$ cat config.mk
export PLATFORM = sky130hd
export DESIGN_NAME = elementary_symmetric_poly
export DESIGN_NICKNAME = d
export VERILOG_FILES = /design/src/esp_pkg.sv /design/src/esp_mul.sv /design/src/esp_div.sv /design/src/elementary_symmetric_poly.sv
export SDC_FILE = /design/constraint.sdc
export NUM_CORES = 2
export LEC_CHECK = 0
export BUFFER_PORTS_ARGS = -buffer_cell sky130_fd_sc_hd__buf_4
export CAP_MARGIN = 25
export CORE_MARGIN = 2
export CORE_UTILIZATION = 45
export CTS_CLUSTER_SIZE = 40
export DETAILED_ROUTE_END_ITERATION = 7
export PLACE_DENSITY = 0.66
export SLEW_MARGIN = 20
export SYNTH_ARGS = -nofsm -noshare
export SYNTH_HDL_FRONTEND = slang
export SYNTH_SLANG_ARGS = --single-unit
$ cat constraint.sdc
create_clock -name clk_i -period 21 [get_ports clk_i]
set_clock_uncertainty 0.05 [all_clocks]
set_input_delay 2.1 -clock clk_i [delete_from_list [all_inputs] [get_ports clk_i]]
set_output_delay 2.1 -clock clk_i [all_outputs]
set_load 0.02 [all_outputs]
$ cat src/esp_pkg.sv
package esp_pkg;

  // Fixed field widths.
  localparam int unsigned DATA_W      = 64;
  localparam int unsigned SUM_BITS    = 40;
  localparam int unsigned ORDER_W     = 3;
  localparam int unsigned OUT_TDATA_W = ((ORDER_W + DATA_W + 7) / 8) * 8;

  // Reset value of the order register.
  localparam logic [ORDER_W-1:0] ORDER_RESET = 3'd4;

  // Defaults of the top-level parameters.
  localparam int unsigned MAX_ORDER_DEF  = 4;
  localparam int unsigned MAX_ITEMS_DEF  = 256;
  localparam int unsigned VALUE_BITS_DEF = 8;

endpackage

$ cat src/esp_mul.sv
module esp_mul
  import esp_pkg::*;
(
  input  logic              clk_i,
  input  logic              rst_ni,
  input  logic              start_i,
  input  logic [DATA_W-1:0] a_i,
  input  logic [DATA_W-1:0] b_i,
  output logic              done_o,
  output logic [DATA_W-1:0] res_o
);

  localparam int unsigned HW = DATA_W / 2;

  logic [DATA_W-1:0] a_q, b_q, res_q;
  logic [1:0]        step_q;
  logic              busy_q, done_q;
  logic [HW-1:0]     op_a, op_b;
  logic [DATA_W-1:0] prod;

  // Partial product select: low*low, then the two cross terms.
  always_comb begin
    case (step_q)
      2'd0: begin
        op_a = a_q[HW-1:0];
        op_b = b_q[HW-1:0];
      end
      2'd1: begin
        op_a = a_q[HW-1:0];
        op_b = b_q[DATA_W-1:HW];
      end
      default: begin
        op_a = a_q[DATA_W-1:HW];
        op_b = b_q[HW-1:0];
      end
    endcase
    prod = DATA_W'(op_a) * DATA_W'(op_b);
  end

  // Three-step product modulo 2^64.
  always_ff @(posedge clk_i or negedge rst_ni) begin
    if (!rst_ni) begin
      busy_q <= 1'b0;
      done_q <= 1'b0;
      step_q <= 2'd0;
    end else begin
      done_q <= 1'b0;
      if (start_i) begin
        busy_q <= 1'b1;
        step_q <= 2'd0;
      end else if (busy_q) begin
        if (step_q == 2'd2) begin
          busy_q <= 1'b0;
          done_q <= 1'b1;
        end
        step_q <= step_q + 2'd1;
      end
    end
  end

  // Operand and product registers.
  always_ff @(posedge clk_i) begin
    if (start_i) begin
      a_q <= a_i;
      b_q <= b_i;
    end else if (busy_q) begin
      if (step_q == 2'd0) begin
        res_q <= prod;
      end else begin
        res_q[DATA_W-1:HW] <= res_q[DATA_W-1:HW] + prod[HW-1:0];
      end
    end
  end

  assign done_o = done_q;
  assign res_o  = res_q;

endmodule

$ cat src/esp_div.sv
module esp_div
  import esp_pkg::*;
#(
  parameter int unsigned DW = 3
) (
  input  logic              clk_i,
  input  logic              rst_ni,
  input  logic              start_i,
  input  logic [DATA_W-1:0] dividend_i,
  input  logic [DW-1:0]     divisor_i,
  output logic              done_o,
  output logic [DATA_W-1:0] quot_o
);

  localparam int unsigned CNT_W = $clog2(DATA_W);

  logic [DATA_W-1:0] q_q;
  logic [DW-1:0]     rem_q, d_q;
  logic [CNT_W-1:0]  cnt_q;
  logic              neg_q, busy_q, done_q;
  logic [DW:0]       trial;
  logic              fits;

  // One quotient bit per cycle, restoring.
  assign trial = {rem_q, q_q[DATA_W-1]};
  assign fits  = (trial >= {1'b0, d_q});

  always_ff @(posedge clk_i or negedge rst_ni) begin
    if (!rst_ni) begin
      busy_q <= 1'b0;
      done_q <= 1'b0;
      cnt_q  <= '0;
    end else begin
      done_q <= 1'b0;
      if (start_i) begin
        busy_q <= 1'b1;
        cnt_q  <= '0;
      end else if (busy_q) begin
        cnt_q <= cnt_q + 1'b1;
        if (cnt_q == CNT_W'(DATA_W - 1)) begin
          busy_q <= 1'b0;
          done_q <= 1'b1;
        end
      end
    end
  end

  // Magnitude shifts out at the top while quotient bits shift in at the bottom.
  always_ff @(posedge clk_i) begin
    if (start_i) begin
      neg_q <= dividend_i[DATA_W-1];
      q_q   <= dividend_i[DATA_W-1] ? (~dividend_i + 1'b1) : dividend_i;
      rem_q <= '0;
      d_q   <= divisor_i;
    end else if (busy_q) begin
      rem_q <= fits ? DW'(trial - {1'b0, d_q}) : trial[DW-1:0];
      q_q   <= {q_q[DATA_W-2:0], fits};
    end
  end

  // Quotient truncates toward zero.
  assign quot_o = neg_q ? (~q_q + 1'b1) : q_q;
  assign done_o = done_q;

endmodule

$ cat src/elementary_symmetric_poly.sv
// Loading: the three-step shared 32x32 multiplier forms each power of the element in
// turn, and no new word is accepted until the last power has been summed.
// After the last word, each e_j takes j multiply-accumulate steps and then a pass
// through the bit-serial divider, and each result word is then registered for output.
// Asynchronous active-low reset clears the power sums, count, flags and order = 4.
module elementary_symmetric_poly
  import esp_pkg::*;
#(
  parameter int unsigned MAX_ORDER  = MAX_ORDER_DEF,
  parameter int unsigned MAX_ITEMS  = MAX_ITEMS_DEF,
  parameter int unsigned VALUE_BITS = VALUE_BITS_DEF,
  localparam int unsigned IN_W = ((VALUE_BITS + 7) / 8) * 8
) (
  input  logic                   clk_i,
  input  logic                   rst_ni,
  // Element stream.
  input  logic                   s_axis_tvalid,
  output logic                   s_axis_tready,
  input  logic [IN_W-1:0]        s_axis_tdata,   // value
  input  logic                   s_axis_tlast,
  // Result stream.
  output logic                   m_axis_tvalid,
  input  logic                   m_axis_tready,
  output logic [OUT_TDATA_W-1:0] m_axis_tdata,   // poly_index, poly_value
  output logic                   m_axis_tuser,   // overflow
  output logic                   m_axis_tlast,
  // Order register.
  input  logic                   cfg_valid_i,
  output logic                   cfg_ready_o,
  input  logic [ORDER_W-1:0]     cfg_wdata_i
);

  localparam int unsigned JW  = $clog2(MAX_ORDER + 1);
  localparam int unsigned PIW = (MAX_ORDER > 1) ? $clog2(MAX_ORDER) : 1;
  localparam int unsigned CW  = $clog2(MAX_ITEMS + 1);

  typedef enum logic [3:0] {
    S_IDLE, S_LMUL, S_LWAIT, S_INIT, S_OUT, S_TMUL, S_TWAIT, S_DIV, S_DWAIT
  } state_e;

  state_e                state_q;
  logic [ORDER_W-1:0]    order_q;
  logic [SUM_BITS-1:0]   psum_q [MAX_ORDER];
  logic [DATA_W-1:0]     sym_q  [MAX_ORDER+1];
  logic [CW-1:0]         cnt_q;
  logic                  ovf_q, last_q;
  logic [VALUE_BITS-1:0] x_q;
  logic [DATA_W-1:0]     pw_q, acc_q;
  logic [JW-1:0]         i_q, j_q, k_q;
  logic                  out_valid_q, out_ovf_q, out_last_q;
  logic [JW-1:0]         out_idx_q;
  logic [DATA_W-1:0]     out_val_q;

  logic                  in_fire, out_free;
  logic [JW-1:0]         k_sat;
  logic [PIW-1:0]        pidx;
  logic [JW-1:0]         sidx;
  logic [DATA_W-1:0]     sym_rd, x_ext, psum_ext;
  logic                  mul_start, mul_done, div_start, div_done;
  logic [DATA_W-1:0]     mul_a, mul_b, mul_res, div_quot;
  logic                  sym_we;
  logic [JW-1:0]         sym_waddr;
  logic [DATA_W-1:0]     sym_wdata;

  assign in_fire       = s_axis_tvalid && s_axis_tready;
  assign s_axis_tready = (state_q == S_IDLE);
  assign cfg_ready_o   = 1'b1;
  assign out_free      = !out_valid_q || m_axis_tready;

  // Requested order, saturated at the largest supported one.
  assign k_sat = (order_q > ORDER_W'(MAX_ORDER)) ? JW'(MAX_ORDER) : JW'(order_q);

  // Table indexes: power sum i-1, and e_(j-i) or e_j while emitting.
  assign pidx     = PIW'(i_q - 1'b1);
  assign sidx     = (state_q == S_OUT) ? j_q : JW'(j_q - i_q);
  assign sym_rd   = sym_q[sidx];
  assign x_ext    = {{(DATA_W-VALUE_BITS){x_q[VALUE_BITS-1]}}, x_q};
  assign psum_ext = {{(DATA_W-SUM_BITS){psum_q[pidx][SUM_BITS-1]}}, psum_q[pidx]};

  // Shared multiplier operands.
  assign mul_start = (state_q == S_LMUL) || (state_q == S_TMUL);
  assign mul_a     = (state_q == S_LMUL) ? pw_q  : sym_rd;
  assign mul_b     = (state_q == S_LMUL) ? x_ext : psum_ext;
  assign div_start = (state_q == S_DIV);

  esp_mul u_mul (
    .clk_i   (clk_i),
    .rst_ni  (rst_ni),
    .start_i (mul_start),
    .a_i     (mul_a),
    .b_i     (mul_b),
    .done_o  (mul_done),
    .res_o   (mul_res)
  );

  esp_div #(
    .DW (JW)
  ) u_div (
    .clk_i      (clk_i),
    .rst_ni     (rst_ni),
    .start_i    (div_start),
    .dividend_i (acc_q),
    .divisor_i  (j_q),
    .done_o     (div_done),
    .quot_o     (div_quot)
  );

  // Table of e_j: e0 on entry to the Newton phase, e_j when the divider finishes.
  assign sym_we    = (state_q == S_INIT) || ((state_q == S_DWAIT) && div_done);
  assign sym_waddr = (state_q == S_INIT) ? '0 : j_q;
  assign sym_wdata = (state_q == S_INIT) ? DATA_W'(1) : div_quot;

  always_ff @(posedge clk_i) begin
    if (sym_we) begin
      sym_q[sym_waddr] <= sym_wdata;
    end
  end

  // Sequencer, accumulators and output register.
  always_ff @(posedge clk_i or negedge rst_ni) begin
    if (!rst_ni) begin
      state_q     <= S_IDLE;
      order_q     <= ORDER_RESET;
      for (int n = 0; n < MAX_ORDER; n++) begin
        psum_q[n] <= '0;
      end
      cnt_q       <= '0;
      ovf_q       <= 1'b0;
      last_q      <= 1'b0;
      x_q         <= '0;
      pw_q        <= '0;
      acc_q       <= '0;
      i_q         <= '0;
      j_q         <= '0;
      k_q         <= '0;
      out_valid_q <= 1'b0;
      out_ovf_q   <= 1'b0;
      out_last_q  <= 1'b0;
      out_idx_q   <= '0;
      out_val_q   <= '0;
    end else begin
      if (cfg_valid_i) begin
        order_q <= cfg_wdata_i;
      end
      // In S_OUT the register is either held or reloaded below.
      if (m_axis_tready && (state_q != S_OUT)) begin
        out_valid_q <= 1'b0;
      end
      case (state_q)
        S_IDLE: begin
          if (in_fire) begin
            last_q <= s_axis_tlast;
            if (cnt_q < CW'(MAX_ITEMS)) begin
              cnt_q   <= cnt_q + 1'b1;
              x_q     <= s_axis_tdata[VALUE_BITS-1:0];
              pw_q    <= DATA_W'(1);
              i_q     <= JW'(1);
              state_q <= S_LMUL;
            end else begin
              ovf_q <= 1'b1;
              if (s_axis_tlast) begin
                state_q <= S_INIT;
              end
            end
          end
        end
        S_LMUL: begin
          state_q <= S_LWAIT;
        end
        S_LWAIT: begin
          if (mul_done) begin
            pw_q         <= mul_res;
            psum_q[pidx] <= psum_q[pidx] + mul_res[SUM_BITS-1:0];
            if (i_q == JW'(MAX_ORDER)) begin
              state_q <= last_q ? S_INIT : S_IDLE;
            end else begin
              i_q     <= i_q + 1'b1;
              state_q <= S_LMUL;
            end
          end
        end
        S_INIT: begin
          k_q     <= k_sat;
          j_q     <= '0;
          state_q <= S_OUT;
        end
        S_OUT: begin
          if (out_free) begin
            out_valid_q <= 1'b1;
            out_idx_q   <= j_q;
            out_val_q   <= sym_rd;
            out_ovf_q   <= ovf_q;
            out_last_q  <= (j_q == k_q);
            if (j_q == k_q) begin
              for (int n = 0; n < MAX_ORDER; n++) begin
                psum_q[n] <= '0;
              end
              cnt_q   <= '0;
              ovf_q   <= 1'b0;
              state_q <= S_IDLE;
            end else begin
              j_q     <= j_q + 1'b1;
              i_q     <= JW'(1);
              acc_q   <= '0;
              state_q <= S_TMUL;
            end
          end
        end
        S_TMUL: begin
          state_q <= S_TWAIT;
        end
        S_TWAIT: begin
          if (mul_done) begin
            acc_q <= i_q[0] ? (acc_q + mul_res) : (acc_q - mul_res);
            if (i_q == j_q) begin
              state_q <= S_DIV;
            end else begin
              i_q     <= i_q + 1'b1;
              state_q <= S_TMUL;
            end
          end
        end
        S_DIV: begin
          state_q <= S_DWAIT;
        end
        S_DWAIT: begin
          if (div_done) begin
            state_q <= S_OUT;
          end
        end
        default: begin
          state_q <= S_IDLE;
        end
      endcase
    end
  end

  // Result word.
  assign m_axis_tvalid = out_valid_q;
  assign m_axis_tdata  = {(OUT_TDATA_W - ORDER_W - DATA_W)'(0), out_val_q,
                          ORDER_W'(out_idx_q)};
  assign m_axis_tuser  = out_ovf_q;
  assign m_axis_tlast  = out_last_q;

  a_cnt_bound: assert property (@(posedge clk_i) disable iff (!rst_ni)
    cnt_q <= CW'(MAX_ITEMS))
    else $error("item count beyond limit");

  a_ovf_full: assert property (@(posedge clk_i) disable iff (!rst_ni)
    ovf_q |-> (cnt_q == CW'(MAX_ITEMS)))
    else $error("overflow flag set before the list filled");

  a_term_range: assert property (@(posedge clk_i) disable iff (!rst_ni)
    (state_q == S_TMUL) |-> ((i_q != '0) && (i_q <= j_q)))
    else $error("Newton term index out of range");

  a_out_load: assert property (@(posedge clk_i) disable iff (!rst_ni)
    ((state_q == S_OUT) && out_free) |=> m_axis_tvalid)
    else $error("result word not presented");

  a_mul_done: assert property (@(posedge clk_i) disable iff (!rst_ni)
    mul_done |-> ((state_q == S_LWAIT) || (state_q == S_TWAIT)))
    else $error("multiplier finished outside a wait state");

endmodule

==> results by group <==
Status
  – Status: completed

Die
  – Rows: 156
  – Initial core utilization: 45.2%
  – DIE WIDTH: 430 um
  – Io pins: 94
  – Die area: 0.185 sq mm
  – Core area: 0.181 sq mm
  – Die Height: 430 um

Critical path
  – Critical Setup Path Class: register to register
  – Worst path bufs/invs: 7
  – Critical path's slowest cell: mux2i_4
  – Cell family with most CP delay: adder cells
  – WP data required: 21430 ps
  – CP peak stage delay: 940 ps
  – Critical path arrival: 12240 ps
  – Setup crit start kind: register
  – CP Max Fanout: 54
  – Endpoint class of the critical path: register
  – Most Frequent Cell on Critical Path: fa_1

Layout
  – Fillcell total: 16400
  – Layout cells sized above 1: 7.74%
  – Final core utilization: 48.8%
  – Final instance area: 0.0881 sq mm
  – Final net count: 9277
  – Post-Layout Cell Count: 10400
  – Multi-input gate area: 0.0500 sq mm
  – Register area: 0.0269 sq mm
  – Area Growth Syn to Fin: 7.87%

Global route
  – Aggregate global-route resource usage: 29.3%
  – Initial antenna violation count: 5
  – Remaining global-route overflow: 0
  – First-pass GRT wire length: 403 mm
  – Vias in the first global route: 61800
  – Pin count of the biggest net entering global routing: 171

STA
  – Slew HR: 18.2%
  – Fin crit share: 56.2%
  – Setup-failing EPs final: 0
  – Max Fclk: 84.7 MHz
  – Fin. max-slew vios: 0
  – Hold Vio Cnt, Final: 0
  – Worst-margin pin slew: 1190 ps
  – RSZ-0062 raised after global routing: false
  – Worst hold margin: 428 ps
  – Tmin final: 11810 ps
  – Setup TNS: 0 ps

Placement
  – Gp weighted congestion: 0.991
  – Port buffer count: 87
  – DP Cell Count: 10200
  – DP Wirelength: 204 mm
  – Dpl cell area: 0.0849 sq mm

Synthesis
  – Number of enable flip-flop cells after synthesis: 556
  – Distinct cells, synth: 84
  – Register area share after synthesis: 32.9%
  – Synth Warn #: 0
  – Async SR Flop Fraction: 42.0%
  – Synth Flop Type: edfxtp_1
  – Synth Cell Area: 0.0816 sq mm
  – Synthesized netlist cell count: 8069
  – Synth Register Bits: 964
  – Synth Area per Inst: 10.1 sq um

CTS
  – TritonCTS Buffers: 96
  – CTS tree: yes
  – Post-CTS setup buffers: 0
  – Clock Tree Buf Depth: 3
  – CTS Hold Bufs: 0
  – Reg clk slew, reported paths: 70 ps
  – Clk root buf: clkbuf_16
  – Total clock sinks: 964
  – Latest clock arrival within the worst-skew pair: 730 ps
  – PostCTS Resize Cnt: 0
  – H-tree levels: 3

Drt
  – WL per Instance: 25.9 um
  – Routed wire length: 270 mm
  – Vias/cell: 5.90
  – # DRC: 0
  – TritonRoute pass-1 iters: 6
  – Vias: 61400
  – Initial DRC Count: 6835
  – Routed Antenna Nets: 0

Flow run
  – Max-Cap Viols: 0

Hold path
  – HP Class: register to register

Pwr
  – Pwr dens: 42.5 mW/mm^2
  – IR drop worst, VDD: 0.0000591 V
  – Lkg Pwr: 42.9 nW
-- layout make-up --
class,instances,share of cell area [%]
inverters,919,3.92
clock inverters,56,0.554
flip-flops and latches,964,30.5
clock buffers,123,2.97
well taps,2370,3.37
multi-input cells,5757,56.8
repair buffers,205,1.81
diodes,5,0.0142
-- final timing paths --
kind | startpoint | end | slack [ps] | cells past startpoint
worst max-delay path | u_mul.step_q[0] | u_mul.res_o[62] | 9190 | 39
worst min-delay path | x_q[5] | x_q[5] | 430 | 2
worst max register to register | u_mul.step_q[0] | u_mul.res_o[62] | 9190 | 39
worst min register to register | x_q[5] | x_q[5] | 430 | 2
max in group asynchronous | rst_ni | out_val_q[56] | 17170 | 3
min in group asynchronous | rst_ni | psum_q[148] | 1420 | 1
-- worst min-delay path, stage by stage, from the launching register on --
cell and delay (ps):
dfrtp_1 340, nand2_1 50, nand2_1 60
-- cells by family (layout without fill, tap and decap cells) --
kind of cell / Yosys count / count (layout) / share of synthesized area (%)
AO/OA/AOI/OAI: 1364 / 1364 / 10.7
XOR/XNOR: 376 / 376 / 4.03
adder cells (fa/ha/maj): 1317 / 1317 / 28.5
buffers and inverters: 1352 / 1303 / 6.25
flip-flops: 964 / 964 / 32.9
multiplexers: 280 / 280 / 5.10
other: 2 / 11 / 0.00920
AND/OR/NAND/NOR: 2414 / 2414 / 12.5
-- power breakdown --
group / internal, W / switching, W / total, W / leakage (nW)
Combinational: 0.00000348 / 0.0000188 / 0.0000223 / 30.6
Sequential: 0.00199 / 0.000000354 / 0.00199 / 10.8
Clock: 0.000950 / 0.000780 / 0.00173 / 1.51
Total: 0.00294 / 0.000799 / 0.00374 / 42.9
-- Yosys cell counts (23+ instances only) --
| cell type | count | area share (%) |
|---|---|---|
| mux2i_1 | 127 | 1.6 |
| clkbuf_1 | 401 | 1.8 |
| a21oi_1 | 331 | 2.0 |
| nand2b_1 | 34 | 0.26 |
| nand2_1 | 1242 | 5.7 |
| nand3_1 | 59 | 0.36 |
| nor2_1 | 737 | 3.4 |
| nor2b_1 | 27 | 0.21 |
| nand4_1 | 48 | 0.37 |
| or4_1 | 25 | 0.23 |
| and2_1 | 29 | 0.22 |
| nor3_1 | 50 | 0.31 |
| edfxtp_1 | 556 | 20 |
| a21o_1 | 152 | 1.4 |
| ha_1 | 416 | 6.4 |
| o21ai_0 | 392 | 2.4 |
| o31ai_1 | 67 | 0.62 |
| a22o_1 | 185 | 2.0 |
| o21bai_1 | 35 | 0.32 |
| xnor2_1 | 142 | 1.5 |
| xor2_1 | 234 | 2.5 |
| mux2_2 | 48 | 0.66 |
| a31oi_1 | 35 | 0.27 |
| inv_1 | 919 | 4.2 |
| or3_1 | 39 | 0.30 |
| mux4_2 | 104 | 2.9 |
| buf_1 | 25 | 0.11 |
| fa_1 | 901 | 22 |
| o41ai_1 | 23 | 0.25 |
| dfrtp_1 | 404 | 12 |
| and3_1 | 40 | 0.31 |
-- flip-flops by register name, indices dropped and copies added (netlist names), 2 cells and up --
signal	cells
u_mul.step_q	2
u_div.rem_q	3
j_q	3
acc_q	64
u_mul.b_q	40
psum_q	160
u_div.cnt_q	6
cnt_q	9
u_div.q_q	64
u_mul.a_q	64
k_q	3
state_q	4
x_q	8
order_q	3
sym_q	320
i_q	3
u_mul.res_o	64
out_val_q	64
u_div.d_q	3
out_idx_q	3
pw_q	64
-- stage by stage --
| step | total power [W] | setup slack (ps) |
|---|---|---|
| finish | 0.00374 | 9190 |
| CTS | 0.00376 | 9240 |
| global placement | 0.00205 | 9100 |
| floorplan | 0.00203 | 10830 |
| detailed placement | 0.00205 | 9270 |
| global route | 0.00384 | 8520 |
-- placed cells by master, fill, tap and decap left out, types with 21 or more instances in the layout --
| cell type | synthesis | routed |
|---|---|---|
| nor2_1 | 737 | 732 |
| nor2b_1 | 27 | 27 |
| a31oi_1 | 35 | 35 |
| or3_1 | 39 | 39 |
| nand2_1 | 1242 | 1240 |
| a211oi_1 | 22 | 22 |
| mux2i_1 | 127 | 93 |
| edfxtp_1 | 556 | 556 |
| xor2_1 | 234 | 234 |
| o21ai_0 | 392 | 392 |
| mux2i_2 | 0 | 28 |
| nand4_1 | 48 | 48 |
| inv_1 | 919 | 918 |
| buf_4 | 6 | 198 |
| o21bai_1 | 35 | 35 |
| o41ai_1 | 23 | 22 |
| or4_1 | 25 | 25 |
| and2_1 | 29 | 28 |
| nor3_1 | 50 | 48 |
| a21o_1 | 152 | 151 |
| a22o_1 | 185 | 185 |
| nand2b_1 | 34 | 32 |
| o31ai_1 | 67 | 67 |
| dfrtp_1 | 404 | 402 |
| mux4_2 | 104 | 104 |
| mux2_2 | 48 | 48 |
| o21a_1 | 21 | 21 |
| fa_1 | 901 | 901 |
| nand3_1 | 59 | 58 |
| a21oi_1 | 331 | 324 |
| clkbuf_16 | 0 | 98 |
| ha_1 | 416 | 414 |
| xnor2_1 | 142 | 141 |
| and3_1 | 40 | 34 |
-- per-layer routing --
| metal | routed length, um | up-vias | track usage [%] |
|---|---|---|---|
| met5 | 54 | - | 0 |
| met4 | 11000 | 8 | 10.5 |
| met1 | 112000 | 31200 | 41.4 |
| met3 | 28700 | 495 | 7.48 |
| met2 | 117000 | 2983 | 43.5 |
| li1 | - | 26700 | - |
Power figures use the tool's default switching activity.
